File: config.mk
export PLATFORM = sky130hd
export DESIGN_NAME = ocef_csr
export DESIGN_NICKNAME = d
export VERILOG_FILES = /design/src/design/ocef_pkg.sv /design/src/design/ocef_csr.sv
export SDC_FILE = /design/constraint.sdc
export NUM_CORES = 1
export LEC_CHECK = 0
export ABC_AREA = 1
export BUFFER_PORTS_ARGS = -buffer_cell sky130_fd_sc_hd__buf_4
export CAP_MARGIN = 20
export CORE_UTILIZATION = 42
export CTS_BUF_LIST = sky130_fd_sc_hd__clkbuf_4 sky130_fd_sc_hd__clkbuf_8
export CTS_CLUSTER_SIZE = 10
export DETAILED_ROUTE_END_ITERATION = 10
export PLACE_DENSITY_LB_ADDON = 0.1
export SYNTH_ARGS = -nofsm -noshare
export SYNTH_HDL_FRONTEND = slang
export SYNTH_SLANG_ARGS = --single-unit
File: constraint.sdc
create_clock -name clock -period 0.8 [get_ports clock]
set_input_delay 0.04 -clock clock [delete_from_list [all_inputs] [get_ports clock]]
set_output_delay 0.04 -clock clock [all_outputs]
set_load 0.03 [all_outputs]
File: src/design/ocef_pkg.sv
// Package for the occupancy cell evidence fusion block.
// Holds the cell, payload, configuration and control types and the fusion codes.
// No dependencies; every other design file imports it.
`default_nettype none

package ocef_pkg;

   // Occupancy codes.
   localparam logic [1:0] OCC_UNKNOWN     = 2'd0;
   localparam logic [1:0] OCC_FREE        = 2'd1;
   localparam logic [1:0] OCC_OCCUPIED    = 2'd2;
   localparam logic [1:0] OCC_UNSUPPORTED = 2'd3;

   // Evidence codes.
   localparam logic [1:0] EV_NONE        = 2'd0;
   localparam logic [1:0] EV_DEPTH       = 2'd1;
   localparam logic [1:0] EV_SCENE_FLOOR = 2'd2;
   localparam logic [1:0] EV_SCENE_WALL  = 2'd3;

   // Fusion constants.
   localparam logic [31:0] VOTE_SPACING_MS = 32'd80;
   localparam logic [16:0] SAME_HEIGHT_MM  = 17'd20;
   localparam logic [2:0]  VOTES_WALL      = 3'd5;
   localparam logic [2:0]  VOTES_OTHER     = 3'd3;
   localparam logic [2:0]  VOTES_MAX       = 3'd7;

   // Configuration register indexes and reset values.
   localparam logic REG_MAX_STEP      = 1'b0;
   localparam logic REG_LIVE_EVIDENCE = 1'b1;
   localparam logic [9:0]  MAX_STEP_RESET      = 10'd200;
   localparam logic [15:0] LIVE_EVIDENCE_RESET = 16'd1000;

   typedef struct packed {
      logic [7:0]         cell_x;
      logic [7:0]         cell_y;
      logic [1:0]         obs_occupancy;
      logic [1:0]         obs_evidence;
      logic               obs_has_floor;
      logic               obs_has_clearance;
      logic signed [15:0] obs_floor_mm;
      logic [31:0]        obs_time_ms;
   } req_type;

   typedef struct packed {
      logic        changed;
      logic [31:0] revision;
   } rsp_type;

   // One stored grid cell, 57 bits.
   typedef struct packed {
      logic [1:0]         occ;
      logic [1:0]         ev;
      logic               floor_ok;
      logic               clear_ok;
      logic signed [15:0] floor_mm;
      logic [31:0]        time_ms;
      logic [2:0]         votes;
   } cell_type;

   typedef struct packed {
      logic [9:0]  max_step_mm;
      logic [15:0] live_evidence_ms;
   } cfg_type;

   typedef struct packed {
      logic clear_wr;
      logic capture;
      logic commit;
   } ctrl_cmd_type;

   typedef struct packed {
      logic clear_last;
      logic out_busy;
   } ctrl_status_type;

endpackage

`default_nettype wire

File: src/design/ocef_csr.sv
// Configuration registers of the fusion block behind an APB-style port.
// Depends on ocef_pkg for the register indexes and the cfg_type struct.
`default_nettype none

module ocef_csr
   import ocef_pkg::*;
(
   input  wire logic        clock,
   input  wire logic        reset,
   input  wire logic        psel,
   input  wire logic        penable,
   input  wire logic        pwrite,
   input  wire logic [2:0]  paddr,
   input  wire logic [31:0] pwdata,
   output      logic [31:0] prdata,
   output      logic        pready,
   output      cfg_type     cfg
);

   logic [9:0]  max_step_ff;
   logic [9:0]  max_step_in;
   logic [15:0] live_ff;
   logic [15:0] live_in;
   logic        wr_en;
   logic        reg_idx;

   assign pready  = 1'b1;
   assign reg_idx = paddr[2];
   assign wr_en   = psel && penable && pwrite && pready;

   always_comb begin
      max_step_in = max_step_ff;
      live_in     = live_ff;
      if (wr_en) begin
         unique case (reg_idx)
            REG_MAX_STEP:      max_step_in = pwdata[9:0];
            REG_LIVE_EVIDENCE: live_in     = pwdata[15:0];
            default:           max_step_in = max_step_ff;
         endcase
      end
   end

   always_ff @(posedge clock) begin
      if (reset) begin
         max_step_ff <= MAX_STEP_RESET;
         live_ff     <= LIVE_EVIDENCE_RESET;
      end else begin
         max_step_ff <= max_step_in;
         live_ff     <= live_in;
      end
   end

   always_comb begin
      unique case (reg_idx)
         REG_MAX_STEP:      prdata = {22'd0, max_step_ff};
         REG_LIVE_EVIDENCE: prdata = {16'd0, live_ff};
         default:           prdata = 32'd0;
      endcase
   end

   assign cfg.max_step_mm      = max_step_ff;
   assign cfg.live_evidence_ms = live_ff;

endmodule

`default_nettype wire

**After elaboration in Yosys (flattened, before gate mapping)**

Index checks and enable logic that the tools add are counted.

- Flip-flop bits (word level): 26
- Output and inout bits: 59
- Input port bits: 40

- Reduce and logical (&&, ||, !) cells: 4
- Bitwise gates (word level): 1
- Mux-type cells: 1

Operator list:

| operator | count |
|---|---|
| $pmux 32 s2 | 1 |
| $reduce_and 2->1 | 2 |
| $logic_and 1x1->1 | 2 |
| $not 1->1 | 1 |

**Longest topological paths before layout**

- Depth after elaboration: 3
- Depth in mapped cells: 6
- Depth with buffers taken out: 5

**Worst setup path after synthesis**

OpenSTA, ideal clock, no wires.

- Path type: register to output
- Start: reg live_ff[0]
- End: out prdata[0]
- Path slack: -0.051 ns
- Cell stages (with the launch flop): 3
- Path buffers: 0
- Arrival time: 0.811 ns
- Cell sequence: dfxtp_1 -> nand2_1 -> nand2_1

- Word-level cells in the longest chain between the ends: 1

RTL lines:

| item | line | RTL |
|---|---|---|
| start: declaration | ocef_csr.sv:22 | `logic [15:0] live_ff;` |
| start signal: assignment | ocef_csr.sv:49 | `live_ff <= live_in;` |
| $pmux 32 s2 | ocef_csr.sv:54 | `unique case (reg_idx)` |
| end: declaration | ocef_csr.sv:15 | `output logic [31:0] prdata,` |

No other way between the ends. The select of a mux whose other input is x is not followed.

**Worst setup path in the final report**

- Start: reg max_step_ff[6]
- End: out prdata[6]

- Word-level cells in the longest chain between the ends: 1

RTL lines:

| item | line | RTL |
|---|---|---|
| start: declaration | ocef_csr.sv:20 | `logic [9:0] max_step_ff;` |
| start signal: assignment | ocef_csr.sv:48 | `max_step_ff <= max_step_in;` |
| $pmux 32 s2 | ocef_csr.sv:54 |  |

No other way between the ends. The select of a mux whose other input is x is not followed.

==> summary.txt <==
Clock network
  – CTS clk-pin slew, worst paths: 160 ps
  – Clock Path Buffers: 2
  – Cts bufs inserted: 3
  – Clock latency on the worst-skew pair: 320 ps
  – # H-tree levels: 1
  – Clk Tree Root Cell: clkbuf_4
  – Clk sink count: 26
  – CTS tree: yes

Final layout
  – Area Growth Syn to Fin: 70.9%
  – Reg area: 556 um2
  – NumNets Final: 339
  – Share of layout cells above drive strength 1: 0.470
  – Most common cell after layout, fill and taps aside: nand2_1
  – Number of antenna diodes: 0
  – FILL cells: 242
  – Most frequent cells in the layout: nand2_1 (58), buf_6 (45), buf_4 (37), nor2_1 (33)
  – Non-filler cells, final: 342
  – Final instance area: 0.00234 mm2
  – Footprint of the multi-input gates: 691 um2

Timing
  – Final worst path period share: 1.27
  – Final Hold Fails: 0
  – Final TNS setup: -5520 ps
  – Setup violators final: 43
  – Max Clk Rate: 987 MHz
  – RSZ-0062 raised after global routing: true
  – Slew Viols, Final: 0
  – Worst hold slack: 20.7 ps
  – Min cycle time layout: 1010 ps
  – Worst Clk Skew: 0 ps
  – Final WS setup: -213 ps

Global routing
  – Largest net degree at the start of global routing: 27
  – GRT Util Overall: 0.206
  – Vias in the first global route: 1309
  – Initial antenna violation count: 0
  – First-pass GRT wire length: 5450 um
  – Gr ovfl total: 0

Route
  – Final wirelength: 3540 um
  – Pre-antenna DRT Iters: 4
  – ANT nets after route: 0
  – Via count: 1487
  – Via density: 4.35
  – DR WL/cell: 10.4 um
  – 1st-iter DRT viols: 44
  – Drt drc: 0

Place
  – Pre-CTS worst setup slack: -79.2 ps
  – GPL Wtd Cong: 0.700
  – Placed instance count: 321
  – Post-DP HPWL: 2320 um
  – Port buffer count: 63
  – Cell Area, Placed: 0.00193 mm2

Floorplanning
  – Core box area: 0.00308 mm2
  – Die Ht: 59.1 um
  – Num ports: 99
  – # rows: 20
  – DIE WIDTH: 59.1 um
  – Die Area: 0.00349 mm2
  – Initial core utilization: 0.445

Setup path
  – CP cell instances: nand2_1, nand2_1, buf_6
  – CP Data Required Time: 760 ps
  – Critical path origin: max_step_ff[6]
  – R2r setup slk: -20 ps
  – CP max stage cell: dfxtp_2
  – Worst path max stage delay: 380 ps
  – Capturing point of the worst reg2reg path: max_step_ff[6]
  – Worst Setup End Kind: primary output
  – Critical path class: reg2out
  – Crit path max fanout: 3
  – Reg-to-reg startpoint: max_step_ff[6]
  – R2R depth: 4
  – Worst Setup Start Kind: register
  – Critical Path End: prdata[6]
  – Most frequent CP cell: nand2_1
  – Critical path arrival: 970 ps

Pwr
  – Cell Pwr Density: 1380 mW/mm2
  – Power Internal: 2.24 mW
  – Switching power: 0.984 mW
  – Combinational cell fraction of total power: 0.283
  – Leakage: 1.24 nW
  – VDD IR max: 0.886 mV
  – Switch share: 0.305
  – Seq pwr share: 0.431
  – Clock power share: 0.286

Logic synthesis
  – Syn Inst Count: 213
  – YS warnings: 0
  – Avg Cell Area, Syn: 6.43 um2
  – Synthesized cell area: 0.00137 mm2
  – Distinct cells, synth: 15
  – Post-synthesis sequential area ratio: 0.380
  – Flops & latches, synth: 26

Run status
  – Outcome: finished, violations left
  – Violated checks: setup timing

Hold path
  – Hold Path Class: in2reg
  – Min-Delay Path Depth: 5

Job
  – Maxcap violations: 0
power groups by stage:
stage	clock network (mW)	registers, mW	logic (mW)
4_1_cts	0.933	1.39	0.855
3_5_place_dp	0	1.41	0.779
3_3_place_gp	0	1.41	0.772
5_1_grt	0.975	1.40	0.982
2_1_floorplan	0	1.50	0.453
6_report	0.922	1.39	0.911
state kept, by name, summed over array words and instances (netlist names):
name,count
max_step_ff,10
live_ff,16
timing repair:
item | 4_1_cts | 5_1_grt
resized for setup | 33 | 33
hold buffers | 6 | 0
setup endpoints to repair | 42 | 42
pin swaps | 11 | 12
setup buffers | 2 | 9
endpoints found under the hold margin | 9 | 0
synthesized netlist by cell type:
cell type | number | area, um2
nor2_4 | 3 | 33.8
buf_4 | 18 | 135
nand2_1 | 74 | 278
nand3_1 | 26 | 130
inv_1 | 20 | 75.1
buf_6 | 2 | 22.5
dfxtp_1 | 26 | 521
conb_1 | 2 | 7.51
nand3_2 | 1 | 10.0
inv_2 | 1 | 3.75
clkbuf_1 | 1 | 3.75
buf_1 | 1 | 3.75
buf_2 | 3 | 15.0
clkinv_1 | 1 | 3.75
nor2_1 | 34 | 128
worst min-delay path by stage:
| stage | from | endpoint | slack (ps) |
|---|---|---|---|
| after global placement | pwdata[3] | max_step_ff[3] | 260 |
| final | pwdata[11] | live_ff[11] | 20 |
| after floorplan | pwdata[3] | max_step_ff[3] | 170 |
| after CTS | pwdata[11] | live_ff[11] | 10 |
| after detailed placement | pwdata[5] | live_ff[5] | 270 |
| after global routing | pwdata[14] | live_ff[14] | 30 |
worst max-delay path: cells and delay by family (launching register included):
kind | cells | cell delay, ps
and+or+nand+nor | 2 | 140
buffers and inverters | 1 | 130
DFF | 1 | 380
per-stage QoR:
step | util | power (mW)
3_5_place_dp | 0.626 | 2.19
6_report | 0.761 | 3.22
4_1_cts | 0.708 | 3.18
2_1_floorplan | - | 1.95
3_3_place_gp | 0.626 | 2.18
5_1_grt | 0.761 | 3.35
kinds of logic after synthesis:
group | Yosys count | share of synthesized area
other | 2 | 0.00548
AND/OR/NAND/NOR | 138 | 0.423
buffers and inverters | 47 | 0.192
flip-flops | 26 | 0.380
final cells by class:
| type | instances | area share |
|---|---|---|
| flip-flops and latches | 26 | 0.237 |
| repair buffers | 91 | 0.386 |
| clock buffers | 3 | 0.00962 |
| clock inverters | 1 | 0.0128 |
| inverters | 22 | 0.0353 |
| well taps | 44 | 0.0235 |
| multi-input cells | 155 | 0.295 |
per-layer routing:
layer / vias up / track usage / share of wire
met1: 664 / 0.254 / 0.44
met2: 49 / 0.360 / 0.51
met3: 2 / 0.0349 / 0.044
li1: 772 / - / -
met4: 0 / 0.0714 / 0.0059
met5: - / 0 / 0
Power figures use the tool's default switching activity.
