===== src/design/ocef_pkg.sv =====
// Package for the occupancy cell evidence fusion block.
// Holds the cell, payload, configuration and control types and the fusion codes.
// No dependencies; every other design file imports it.
`default_nettype none

package ocef_pkg;

   // Occupancy codes.
   localparam logic [1:0] OCC_UNKNOWN     = 2'd0;
   localparam logic [1:0] OCC_FREE        = 2'd1;
   localparam logic [1:0] OCC_OCCUPIED    = 2'd2;
   localparam logic [1:0] OCC_UNSUPPORTED = 2'd3;

   // Evidence codes.
   localparam logic [1:0] EV_NONE        = 2'd0;
   localparam logic [1:0] EV_DEPTH       = 2'd1;
   localparam logic [1:0] EV_SCENE_FLOOR = 2'd2;
   localparam logic [1:0] EV_SCENE_WALL  = 2'd3;

   // Fusion constants.
   localparam logic [31:0] VOTE_SPACING_MS = 32'd80;
   localparam logic [16:0] SAME_HEIGHT_MM  = 17'd20;
   localparam logic [2:0]  VOTES_WALL      = 3'd5;
   localparam logic [2:0]  VOTES_OTHER     = 3'd3;
   localparam logic [2:0]  VOTES_MAX       = 3'd7;

   // Configuration register indexes and reset values.
   localparam logic REG_MAX_STEP      = 1'b0;
   localparam logic REG_LIVE_EVIDENCE = 1'b1;
   localparam logic [9:0]  MAX_STEP_RESET      = 10'd200;
   localparam logic [15:0] LIVE_EVIDENCE_RESET = 16'd1000;

   typedef struct packed {
      logic [7:0]         cell_x;
      logic [7:0]         cell_y;
      logic [1:0]         obs_occupancy;
      logic [1:0]         obs_evidence;
      logic               obs_has_floor;
      logic               obs_has_clearance;
      logic signed [15:0] obs_floor_mm;
      logic [31:0]        obs_time_ms;
   } req_type;

   typedef struct packed {
      logic        changed;
      logic [31:0] revision;
   } rsp_type;

   // One stored grid cell, 57 bits.
   typedef struct packed {
      logic [1:0]         occ;
      logic [1:0]         ev;
      logic               floor_ok;
      logic               clear_ok;
      logic signed [15:0] floor_mm;
      logic [31:0]        time_ms;
      logic [2:0]         votes;
   } cell_type;

   typedef struct packed {
      logic [9:0]  max_step_mm;
      logic [15:0] live_evidence_ms;
   } cfg_type;

   typedef struct packed {
      logic clear_wr;
      logic capture;
      logic commit;
   } ctrl_cmd_type;

   typedef struct packed {
      logic clear_last;
      logic out_busy;
   } ctrl_status_type;

endpackage

`default_nettype wire


===== src/design/ocef_ctrl.sv =====
// Controller state machine of the fusion block: clearing sweep, accept, update.
// Depends on ocef_pkg for the command and status structs.
`default_nettype none

module ocef_ctrl
   import ocef_pkg::*;
(
   input  wire logic     clock,
   input  wire logic     reset,
   input  wire logic     req_valid,
   output      logic     req_ready,
   input  wire ctrl_status_type status,
   output ctrl_cmd_type  cmd
);

   typedef enum logic [2:0] {
      ST_CLEAR  = 3'b001,
      ST_IDLE   = 3'b010,
      ST_UPDATE = 3'b100
   } state_type;

   state_type state_ff;
   state_type state_in;

   assign req_ready    = (state_ff == ST_IDLE);
   assign cmd.capture  = req_valid && req_ready;
   assign cmd.clear_wr = (state_ff == ST_CLEAR);
   assign cmd.commit   = (state_ff == ST_UPDATE) && !status.out_busy;

   always_comb begin
      state_in = state_ff;
      unique case (state_ff)
         ST_CLEAR: begin
            if (status.clear_last) state_in = ST_IDLE;
         end
         ST_IDLE: begin
            if (cmd.capture) state_in = ST_UPDATE;
         end
         ST_UPDATE: begin
            if (!status.out_busy) state_in = ST_IDLE;
         end
         default: state_in = ST_CLEAR;
      endcase
   end

   always_ff @(posedge clock) begin
      if (reset) begin
         state_ff <= ST_CLEAR;
      end else begin
         state_ff <= state_in;
      end
   end

   a_accept_to_update: assert property (@(posedge clock) disable iff (reset)
      (req_valid && req_ready) |=> state_ff == ST_UPDATE)
      else $error("accepted word did not move to update");

   a_update_done: assert property (@(posedge clock) disable iff (reset)
      (state_ff == ST_UPDATE && !status.out_busy) |=> state_ff == ST_IDLE)
      else $error("update did not return to idle");

   a_no_reclear: assert property (@(posedge clock) disable iff (reset)
      state_ff == ST_IDLE |=> state_ff != ST_CLEAR)
      else $error("clearing sweep restarted without reset");

endmodule

`default_nettype wire


===== config.mk =====
export PLATFORM = sky130hd
export DESIGN_NAME = ocef_ctrl
export DESIGN_NICKNAME = d
export VERILOG_FILES = /design/src/design/ocef_pkg.sv /design/src/design/ocef_ctrl.sv
export SDC_FILE = /design/constraint.sdc
export NUM_CORES = 1
export LEC_CHECK = 0
export BUFFER_PORTS_ARGS = -buffer_cell sky130_fd_sc_hd__buf_2
export CAP_MARGIN = 20
export CELL_PAD_IN_SITES_DETAIL_PLACEMENT = 2
export CELL_PAD_IN_SITES_GLOBAL_PLACEMENT = 2
export CORE_AREA = 2 2 39 41
export DETAILED_ROUTE_END_ITERATION = 16
export DIE_AREA = 0 0 41 43
export PLACE_DENSITY = 0.49
export SYNTH_ARGS = -nofsm -noshare
export SYNTH_HDL_FRONTEND = slang
export SYNTH_SLANG_ARGS = --single-unit

===== constraint.sdc =====
create_clock -name clock -period 1.1 [get_ports clock]
set_input_delay 0.11 -clock clock [delete_from_list [all_inputs] [get_ports clock]]
set_output_delay 0.11 -clock clock [all_outputs]
set_load 0.02 [all_outputs]

## Word level (Yosys, flattened, before mapping)

Cells that the tools add are included.

- Equality and inequality tests: 6
- Reductions and logical operators: 4
- Multiplexer cells: 4

Operators by type and width:

| operator | number |
|---|---|
| $mux W3 | 3 |
| $pmux W3 S3 | 1 |
| $ne A2 B2 Y1 const B | 2 |
| $eq A3 B1 Y1 const B | 1 |
| $eq A3 B2 Y1 const B | 1 |
| $eq A3 B3 Y1 const B | 1 |
| $reduce_and A3 Y1 | 1 |
| $logic_and A1 B1 Y1 | 2 |
| $ne A2 B1 Y1 const B | 1 |
| $logic_not A1 Y1 | 1 |

- Output and inout port bits: 4
- Register bits: 3
- Input port bits: 5

## Longest topological paths before layout

Gate-level depths: netlist of run 1.

- Depth after elaboration: 4
- Gate-level depth with buffers: 3

## Worst setup path after synthesis of run 1

No wires, ideal clock.

- Path type: reg-to-reg
- Start point: register state_ff[2]
- End point: register state_ff[1]
- Path buffers: 0
- Required time: 1.027 ns
- Library setup time: 0.073 ns
- Stages on the path, launching flop included: 4
- Data arrival time: 1.184 ns
- Slack: -0.157 ns
- Cell sequence: dfxtp_1 -> nor4b_2 -> a211oi_1 -> nor3_2

- Longest elaborated chain between the ends: 4
- Elaborated cells on any way between the ends: 9
- Classes of those cells: eq/ne (6); mux (1); reduce/logical (2)

RTL lines:

| item | RTL line | RTL |
|---|---|---|
| start: declaration | ocef_ctrl.sv:22 | `state_type state_ff;` |
| start signal: assignment | ocef_ctrl.sv:50 | `state_ff <= state_in;` |
| $eq A3 B2 Y1 | ocef_ctrl.sv:25, ocef_ctrl.sv:32 |  |
| $logic_and A1 B1 Y1 | ocef_ctrl.sv:26 | `assign cmd.capture = req_valid && req_ready;` |
| $ne A2 B1 Y1 (no source line) | n/a |  |
| $reduce_and A3 Y1 (no source line) | n/a |  |

Several ways; a longest one is shown, not always the timed one.
A chain may end at the register's enable or synchronous reset.

==> results of run 1 <==
-- stage by stage --
stage	setup slack (ns)	power, mW
floorplan	0.00165	0.204
global placement	0.0416	0.233
detailed placement	0.0240	0.234
CTS	-0.143	0.476
global route	-0.156	0.519
finish	-0.113	0.489
-- layout make-up --
cell class | count | area, µm² | share of cell area [%]
Tap cell | 16 | 20.0 | 4.97
Multi-Input combinational cell | 13 | 156 | 38.8
Sequential cell | 3 | 71.3 | 17.7
Inverter | 1 | 3.75 | 0.932
Clock buffer | 4 | 26.3 | 6.52
Timing Repair Buffer | 15 | 125 | 31.1
-- repair_timing --
| item | 4_1_cts | 5_1_grt |
|---|---|---|
| setup endpoints to repair | 4 | 6 |
| hold endpoints to repair | 0 | 0 |
| pin swaps | 2 | 4 |
| setup buffers | 5 | 3 |
| resized for setup | 12 | 4 |
-- power by group through the flow --
stage / Combinational [mW] / Clock [mW] / Sequential, mW
floorplan: 0.0634 / 0 / 0.140
global placement: 0.0896 / 0 / 0.144
detailed placement: 0.0898 / 0 / 0.144
CTS: 0.140 / 0.202 / 0.133
global route: 0.174 / 0.208 / 0.137
finish: 0.161 / 0.192 / 0.135
-- cells in the final DEF (no fill, tap or decap) --
master / netlist / layout
a211oi_1: 2 / 2
buf_6: 0 / 6
buf_4: 0 / 5
o2bb2ai_2: 0 / 1
inv_1: 1 / 1
xnor2_2: 0 / 1
nor3b_4: 0 / 2
nand3b_1: 2 / 2
nand2b_1: 1 / 1
dfxtp_4: 0 / 3
buf_2: 0 / 4
nor3_2: 1 / 1
nor4b_4: 0 / 1
clkbuf_4: 0 / 3
clkbuf_1: 0 / 1
and2_4: 0 / 1
nor2b_2: 0 / 1
-- per-layer routing --
| layer | up-vias | track usage [%] |
|---|---|---|
| met2 | 11 | 12.2 |
| met5 | - | 0 |
| met4 | 0 | 8.00 |
| met3 | 2 | 2.62 |
| li1 | 101 | - |
| met1 | 99 | 9.27 |
-- logic make-up after synthesis --
logic type	share of synthesized area (%)
AND/OR/NAND/NOR	46.5
AO/OA/AOI/OAI	13.2
flip-flops	33.3
XOR/XNOR	4.86
buffers and inverters	2.08
-- worst max path at each step --
stage           startpoint          end  depth (start not counted)
2_1_floorplan  state_ff[0]  state_ff[1]                          3
3_3_place_gp   state_ff[1]       cmd[1]                          3
3_5_place_dp   state_ff[1]       cmd[1]                          3
4_1_cts        state_ff[1]       cmd[1]                          3
5_1_grt        state_ff[0]       cmd[1]                          3
6_report       state_ff[1]       cmd[1]                          3
-- critical path: stages (launching register included) --
cell,delay [ns]
dfxtp_4,0.37
nor3b_4,0.22
and2_4,0.17
buf_6,0.11
==> summary.md, run 1 <==
| Metric | Value |
|---|---|
| Status | `finished, violations left` |
| Violated checks | `setup timing` |
| TritonRoute pass-1 iters | `2` |
| Final core occ | `29.1%` |
| Post-route minimum period | `1.21 ns` |
| Mapped cell area | `180 µm²` |
| Most frequent cell after synthesis | `dfxtp_1` |
| Initial Util | `13.0%` |
| Most flops, register | `state_ff` |
| Hold Vio Cnt, Final | `0` |
| RSZ-0062 raised after global routing | `yes` |
| Worst skew pair latency | `0.23 ns` |
| Placer Congestion | `0.594` |
| Async S/R FF share, synth | `0%` |
| GRT overflow | `0` |
| Largest net degree at the start of global routing | `6` |
| Top layer reached by signal wires | `met4` |
| Critical Path RT | `0.99 ns` |
| Sw Share | `28.0%` |
| Number of antenna violations at the first check in global routing | `0` |
| Clock Path Buffers | `2` |
| Placed cells | `41` |
| Post-CTS Hold Buffers | `0` |
| HP Class | `in -> reg` |
| Total of max-cap violations | `0` |
| Hold Crit Endpoint | `state_ff[1]` |
| Final cycle utilization of the critical path | `110%` |
| Leakage | `0.159 nW` |
| Final WS setup | `-0.113 ns` |
| Drt wl/cell | `11.7 µm` |
| Diodes inserted | `0` |
| Clock Skew | `0.000113 ns` |
| Fin area | `403 µm²` |
| Number of global-route vias before repair | `242` |
| Max reg flops | `3` |
| Critical Path AT | `1.10 ns` |
| Port-buffer cells | `8` |
| Met3 wire length | `58 µm` |
| Final slew viol count | `0` |
| Sequential fraction of the synthesis area | `33.3%` |
| VDD IR-drop max | `0.000421 V` |
| Iter 0 DRT Violations | `1` |
| Capturing point of the worst reg2reg path | `state_ff[1]` |
| Largest registers | `state_ff (3)` |
| Routed Antenna Nets | `0` |
| Worst hold path cell count | `2` |
| Yosys top cell area share | `33.3%` |
| First-pass GRT wire length | `972 µm` |
| DR WL met2 | `273 µm` |
| Final #Nets | `42` |
| TritonCTS Buffers | `3` |
| Reg-to-Reg Start | `state_ff[1]` |
| Die area | `1760 µm²` |
| Hold Crit Start | `reset` |
| Clk pwr share | `39.4%` |
| Synthesized Nets | `22` |
| Final wirelength | `607 µm` |
| Gate Count Post-Synth | `17` |
| Final std cells w/o fill | `52` |
| R2R depth | `5` |
| Ports | `9` |
| Largest cells by area after synthesis | `dfxtp_1, nor3b_2, a211oi_1` |
| Gate power share | `33.0%` |
| Internal cell power | `0.352 mW` |
| # setup viols final | `6` |
| Crit path kind | `reg -> out` |
| Core ar. | `1380 µm²` |
| Sequential share of power | `27.7%` |
| Share of cells above drive strength 1 | `80.6%` |
| Yosys reg bits | `3` |
| M1 wire length | `257 µm` |
| Vias per inst | `4.10` |
| Post-synth cell types | `12` |
| Global-route usage over all layers | `8.52%` |
| Clock transition at path regs | `0.04 ns` |
| DRC | `0` |
| Clock Sinks | `3` |
| Hold WS | `0.0713 ns` |
| DIE WIDTH | `41 µm` |
| Net Switching | `0.137 mW` |
| Post-synth EDFFs | `0` |
| Total of warnings raised by yosys | `0` |
| Mean Syn Cell Area | `10.6 µm²` |
| Fillers | `155` |
| H-tree levels | `1` |
| Max Fanout on Critical Path | `5` |
| Layout area overhead | `124%` |
| Post-Place Cell Area | `268 µm²` |
| Post-synth top area cell | `dfxtp_1` |
| Max Fclk | `824 MHz` |
| CP startpoint kind | `flip-flop` |
| Commonest cells in the netlist | `dfxtp_1, a211oi_1, nand3b_1, nor3b_2` |
| Top_reg_cell synth | `dfxtp_1` |
| Num rows | `14` |
| Root Driver | `clkbuf_4` |
| CP endpoint kind | `output pin` |
| Cell Pwr Density | `1210 nW/µm²` |
| Sum Neg Setup Slack | `-0.426 ns` |
| Worst slew pin tran | `0.291 ns` |
| Slew HR | `80.5%` |
| Routed vias | `213` |
| CTS tree | `built` |
| Register-to-register setup slack | `-0.05 ns` |
| Die height | `43 µm` |
Power figures use the tool's default switching activity.
==> run 2: changes to the inputs <==
--- a/config.mk
+++ b/config.mk
@@ -13,6 +13,7 @@
 export DETAILED_ROUTE_END_ITERATION = 16
 export DIE_AREA = 0 0 41 43
 export PLACE_DENSITY = 0.49
+export REMOVE_ABC_BUFFERS = 1
 export SYNTH_ARGS = -nofsm -noshare
 export SYNTH_HDL_FRONTEND = slang
 export SYNTH_SLANG_ARGS = --single-unit
==> run 2 against run 1 <==
Against the previous run: the flow still finishes with violations (setup timing); combinational power shrank 7%; sequential power about the same; via count grew 4.2%; final cell count grew 3.8%; total power is 2.0% lower; clock skew grew 0.0016 ns; worst hold slack lost 0.00053 ns; routed wire length rose by 15%; largest cell class unchanged; largest power group unchanged; highest routed layer is now met3.
==> summary.md, run 2 (synthesis gave the netlist of run 1 again) <==
| Metric | Value |
|---|---|
| Status | `finished, violations left` |
| Violated checks | `setup timing` |
| Net Switching | `0.135 mW (-1.4%)` |
| Final std cells w/o fill | `54 (+3.8%)` |
| Iter 0 DRT Violations | `0 (-1)` |
| Fillers | `158 (+1.9%)` |
| Layout area overhead | `121%` |
| Most common cell after layout, fill and taps aside | `buf_4` |
| Leakage | `0.168 nW (+6.1%)` |
| Slew HR | `80.6% (about the same)` |
| Clock Skew | `0.00167 ns (+0.00155 ns)` |
| Root Driver | `clkbuf_4` |
| Ports | `9 (unchanged)` |
| Clk pwr share | `40.7% (+1.3 points)` |
| Crit path kind | `reg -> out` |
| Post-CTS Hold Buffers | `0 (unchanged)` |
| Final cycle utilization of the critical path | `111% (+0.73 points)` |
| Hold Vio Cnt, Final | `0 (unchanged)` |
| H-tree levels | `1 (unchanged)` |
| Worst slew pin tran | `0.290 ns (-0.000724 ns)` |
| Cell Pwr Density | `1210 nW/µm² (-0.74%)` |
| Placed cells | `41 (unchanged)` |
| Max Fanout on Critical Path | `4 (-1)` |
| TritonCTS Buffers | `3 (unchanged)` |
| CP endpoint kind | `output pin` |
| Initial Util | `13.0% (unchanged)` |
| Clock transition at path regs | `0.04 ns (about the same)` |
| Die area | `1760 µm² (unchanged)` |
| Num rows | `14 (unchanged)` |
| Routed Antenna Nets | `0 (unchanged)` |
| Max reg flops | `3 (unchanged)` |
| CP startpoint kind | `flip-flop` |
| Vias per inst | `4.11 (+0.37%)` |
| Final slew viol count | `0 (unchanged)` |
| Final wirelength | `697 µm (+15%)` |
| Critical Path AT | `1.11 ns (about the same)` |
| Largest registers | `state_ff (3)` |
| DRC | `0 (unchanged)` |
| Drt wl/cell | `12.9 µm (+11%)` |
| Internal cell power | `0.344 mW (-2.2%)` |
| Number of global-route vias before repair | `256 (+5.8%)` |
| GRT overflow | `0 (unchanged)` |
| First-pass GRT wire length | `1.23 mm (+26%)` |
| CP max-delay cell | `dfxtp_4` |
| Placer Congestion | `0.518 (-13%)` |
| RSZ-0062 raised after global routing | `yes` |
| Final WS setup | `-0.121 ns (-0.00798 ns)` |
| Port-buffer cells | `8 (unchanged)` |
| VDD IR-drop max | `0.000313 V (-26%)` |
| # setup viols final | `6 (unchanged)` |
| Sequential share of power | `28.3% (+0.6 points)` |
| Critical Path RT | `0.99 ns (about the same)` |
| Number of antenna violations at the first check in global routing | `0 (unchanged)` |
| Die height | `43 µm (unchanged)` |
| Worst path max stage delay | `0.37 ns (about the same)` |
| Gate power share | `31.0% (-2.0 points)` |
| Multi-input gate area | `148 µm² (-5.6%)` |
| TritonRoute pass-1 iters | `1 (-1)` |
| Hold WS | `0.0708 ns (-0.000529 ns)` |
| Diodes inserted | `0 (unchanged)` |
| Leading cell types in the layout, fill and taps excluded | `buf_4, buf_2, clkbuf_4, buf_6, dfxtp_4` |
| Sw Share | `28.2% (+0.17 points)` |
| Cell chain of the critical path | `nor3b_4 > and2_4 > buf_6` |
| Routed vias | `222 (+4.2%)` |
| HP Class | `in -> reg` |
| Final #Nets | `44 (+4.8%)` |
| Clock Sinks | `3 (unchanged)` |
| Core ar. | `1380 µm² (unchanged)` |
| Largest net degree at the start of global routing | `6 (unchanged)` |
| Post-route minimum period | `1.22 ns (+0.00798 ns)` |
| CTS tree | `built` |
| Global-route usage over all layers | `10.4% (+1.9 points)` |
| Total of max-cap violations | `0 (unchanged)` |
| Register area | `71.3 µm² (unchanged)` |
| Max Fclk | `819 MHz (-0.65%)` |
| Most flops, register | `state_ff` |
| Clock Path Buffers | `2 (unchanged)` |
| Worst skew pair latency | `0.23 ns (about the same)` |
| Share of cells above drive strength 1 | `76.3% (-4.2 points)` |
| DIE WIDTH | `41 µm (unchanged)` |
run 2: cell count changes in the layout (fill, tap and decap cells not counted), sizes merged:
cell  previous run  this run
buf             15        17
run 2: layer usage:
metal | vias up | wire length (µm) | part of all wire (%) | track usage [%]
met2 | 11 | 366 | 53 | 17.5
li1 | 104 | - | - | -
met3 | 0 | 53 | 7.6 | 4.19
met1 | 107 | 277 | 40 | 11.8
met4 | 0 | 0 | 0 | 2.00
met5 | - | 0 | 0 | 0
run 2: stage by stage:
step	setup TNS (ns)	area [µm²]	worst slack [ns]	power (mW)	util [%]
final	-0.516	398	-0.121	0.480	28.8
after CTS	-0.490	395	-0.110	0.483	28.6
after global routing	-0.957	398	-0.179	0.524	28.8
after detailed placement	-0.0653	240	-0.0306	0.217	17.4
after floorplan	-0.334	180	-0.157	0.186	-
after global placement	0	240	0.0129	0.213	17.4
run 2: power by group through the flow:
stage          Clock [mW]  Sequential (mW)  Combinational, mW
5_1_grt             0.224            0.138              0.162
2_1_floorplan           0            0.132             0.0538
3_3_place_gp            0            0.136             0.0769
6_report            0.195            0.136              0.149
3_5_place_dp            0            0.136             0.0803
4_1_cts             0.201            0.135              0.147
run 2: path summary, 6_finish.rpt:
path                from     endpoint  slack, ns  cells after the start
max reg2reg  state_ff[1]  state_ff[1]      -0.07                      5
min reg2reg  state_ff[0]  state_ff[2]       0.49                      1
max          state_ff[1]       cmd[1]      -0.12                      3
min                reset  state_ff[1]       0.07                      2
run 2: repair_timing:
| action | in CTS | in global routing |
|---|---|---|
| endpoints found under the setup margin | 6 | 6 |
| setup buffers | 9 | 0 |
| gates resized for setup | 18 | 1 |
| pin swaps | 4 | 4 |
run 2: layout make-up:
cell class | count | area share (%)
Clock buffer | 4 | 6.60
Timing Repair Buffer | 17 | 32.4
Multi-Input combinational cell | 13 | 37.1
Inverter | 1 | 0.943
Tap cell | 16 | 5.03
Sequential cell | 3 | 17.9
run 2: critical path, delay by kind of cell, from the launching register on:
kind	cells	cell delay, ns
simple gates	2	0.41
flops	1	0.37
buf+inv	1	0.11
==> run 3: changes to the inputs <==
--- a/config.mk
+++ b/config.mk
@@ -6,13 +6,14 @@
 export NUM_CORES = 1
 export LEC_CHECK = 0
 export BUFFER_PORTS_ARGS = -buffer_cell sky130_fd_sc_hd__buf_2
-export CAP_MARGIN = 20
+export CAP_MARGIN = 5
 export CELL_PAD_IN_SITES_DETAIL_PLACEMENT = 2
 export CELL_PAD_IN_SITES_GLOBAL_PLACEMENT = 2
 export CORE_AREA = 2 2 39 41
+export CTS_BUF_LIST = sky130_fd_sc_hd__clkbuf_8
 export DETAILED_ROUTE_END_ITERATION = 16
 export DIE_AREA = 0 0 41 43
-export PLACE_DENSITY = 0.49
+export PLACE_DENSITY_LB_ADDON = 0.08
 export REMOVE_ABC_BUFFERS = 1
 export SYNTH_ARGS = -nofsm -noshare
 export SYNTH_HDL_FRONTEND = slang
==> run 3 against run 2 <==
Against the previous run: the flow still finishes with violations (setup timing); sequential share of layout area grew 1.4 points; critical endpoint is now cmd[2]; global-route usage is 0.47 points lower; final cell count fell by 11%; routed wire length shrank 14%; critical path depth is the same; critical path type unchanged; combinational power down 7%; setup slack improved by 0.012 ns; total power grew 23%; via count is 9.0% lower; first-iteration DRC count is 1 higher; highest routed layer is now met4; clock power increased by 62%.
==> summary.md, run 3 (synthesis gave the netlist of run 1 again) <==
| Metric | Value |
|---|---|
| CP endpoint kind | `output pin` |
| RSZ-0062 raised after global routing | `yes` |
| Clock Path Buffers | `2 (unchanged)` |
| Die area | `1760 µm² (unchanged)` |
| Core ar. | `1380 µm² (unchanged)` |
| Iter 0 DRT Violations | `1 (+1)` |
| Post-Place Cell Area | `240 µm² (unchanged)` |
| Vias per inst | `4.21 (+2.4%)` |
| Hold Crit Start | `reset` |
| DIE WIDTH | `41 µm (unchanged)` |
| Leading cell types in the layout, fill and taps excluded | `buf_2, clkbuf_8, buf_4, buf_6, dfxtp_4` |
| Global-route usage over all layers | `9.94% (-0.47 points)` |
| H-tree levels | `1 (unchanged)` |
| Slew HR | `82.4% (+1.8 points)` |
| Fillers | `161 (+1.9%)` |
| Hold Vio Cnt, Final | `0 (unchanged)` |
| Worst slack at placement | `-0.0262 ns (+0.00436 ns)` |
| GRT overflow | `0 (unchanged)` |
| Worst hold path cell count | `2 (unchanged)` |
| Final core occ | `26.7% (-2.1 points)` |
| Max Fanout on Critical Path | `5 (+1)` |
| Num rows | `14 (unchanged)` |
| Diodes inserted | `0 (unchanged)` |
| Final cycle utilization of the critical path | `110% (-1.1 points)` |
| Capturing point of the worst reg2reg path | `state_ff[1]` |
| Most common cell after layout, fill and taps aside | `buf_2` |
| Number of antenna violations at the first check in global routing | `0 (unchanged)` |
| Critical Path AT | `1.10 ns (about the same)` |
| Final wirelength | `596 µm (-14%)` |
| Share of cells above drive strength 1 | `71.9% (-4.4 points)` |
| Routed vias | `202 (-9.0%)` |
| Post-route minimum period | `1.21 ns (-0.0117 ns)` |
| Port-buffer cells | `8 (unchanged)` |
| Multi-input gate area | `148 µm² (unchanged)` |
| Hold WS | `0.0794 ns (+0.00861 ns)` |
| Max reg flops | `3 (unchanged)` |
| CP startpoint kind | `flip-flop` |
| Reg-to-Reg Start | `state_ff[1]` |
| Final #Nets | `38 (-14%)` |
| Sum Neg Setup Slack | `-0.354 ns (+0.162 ns)` |
| Register area | `71.3 µm² (unchanged)` |
| TritonCTS Buffers | `3 (unchanged)` |
| Routed Antenna Nets | `0 (unchanged)` |
| Final slew viol count | `0 (unchanged)` |
| Number of global-route vias before repair | `233 (-9.0%)` |
| Drt wl/cell | `12.4 µm (-3.8%)` |
| Placer Congestion | `0.556 (+7.4%)` |
| Initial Util | `13.0% (unchanged)` |
| First-pass GRT wire length | `993 µm (-19%)` |
| Clock Skew | `0.000684 ns (-0.000981 ns)` |
| DRC | `0 (unchanged)` |
| TritonRoute pass-1 iters | `3 (+2)` |
| Violated checks | `setup timing` |
| Largest net degree at the start of global routing | `7 (+1)` |
| Clock transition at path regs | `0.03 ns (about the same)` |
| VDD IR-drop max | `0.000359 V (+15%)` |
| Root Driver | `clkbuf_8` |
| HP Class | `in -> reg` |
| Power, Total | `0.592 mW (+23%)` |
| Worst slew pin tran | `0.263 ns (-0.0272 ns)` |
| Register-to-register setup slack | `-0.05 ns (+0.02 ns)` |
| Final std cells w/o fill | `48 (-11%)` |
| Cell Pwr Density | `1600 nW/µm² (+33%)` |
| Max Fclk | `827 MHz (+0.97%)` |
| Leakage | `0.149 nW (-12%)` |
| Most flops, register | `state_ff` |
| Placed cells | `41 (unchanged)` |
| Status | `finished, violations left` |
| Fin area | `369 µm² (-7.2%)` |
| Clock Sinks | `3 (unchanged)` |
| Crit path kind | `reg -> out` |
| Layout area overhead | `105%` |
| Total of max-cap violations | `0 (unchanged)` |
| # setup viols final | `6 (unchanged)` |
| Die height | `43 µm (unchanged)` |
| Hold Crit Endpoint | `state_ff[1]` |
| R2R depth | `5 (unchanged)` |
| CTS tree | `built` |
| Final WS setup | `-0.110 ns (+0.0117 ns)` |
| Largest registers | `state_ff (3)` |
| Critical Path RT | `0.99 ns (about the same)` |
| Worst skew pair latency | `0.22 ns (about the same)` |
| Ports | `9 (unchanged)` |
-- run 3: changes by cell type in the layout (fill, tap and decap cells not counted), sizes merged --
cell / before / now
buf: 17 / 11
clkbuf: 4 / 3
inv: 1 / 2
-- run 3: how the worst max path moves through the flow --
stage,startpoint,to,depth (start not counted)
2_1_floorplan,state_ff[2],state_ff[1],3
3_3_place_gp,state_ff[1],cmd[1],3
3_5_place_dp,state_ff[1],cmd[1],3
4_1_cts,state_ff[0],cmd[1],3
5_1_grt,state_ff[1],cmd[2],3
6_report,state_ff[1],cmd[2],3
-- run 3: area by class of cell --
cell class	instances	area share, %
inverter	1	1.02
clock buffer	3	11.2
sequential	3	19.3
multi-input combinational	13	40.0
tap	16	5.42
clock inverter	1	1.02
timing repair buffer	11	22.0
-- run 3: power by group --
part / internal, mW / switching [mW] / leakage, nW
Combinational: 0.0835 / 0.0557 / 0.0955
Sequential: 0.118 / 0.0183 / 0.0261
Clock: 0.238 / 0.0781 / 0.0269
Total: 0.439 / 0.152 / 0.149
-- run 3: timing repair --
action | 4_1_cts | 5_1_grt
buffers inserted | 3 | 0
resized for setup | 17 | 1
pin swaps | 3 | 0
hold buffers | 0 | 0
setup endpoints to repair | 5 | 6
-- run 3: metal layers --
layer  GRT usage [%]  up-vias  wire (µm)
li1                -       92          -
met1            8.36       96        196
met2            14.1        9        327
met3            3.66        5         24
met4            14.0        0         48
met5               0        -          0
-- run 3: critical path, cell delays in order, from the launching register on --
cell and delay, ns:
dfxtp_4 0.35, buf_4 0.15, nor3b_4 0.23, buf_6 0.15
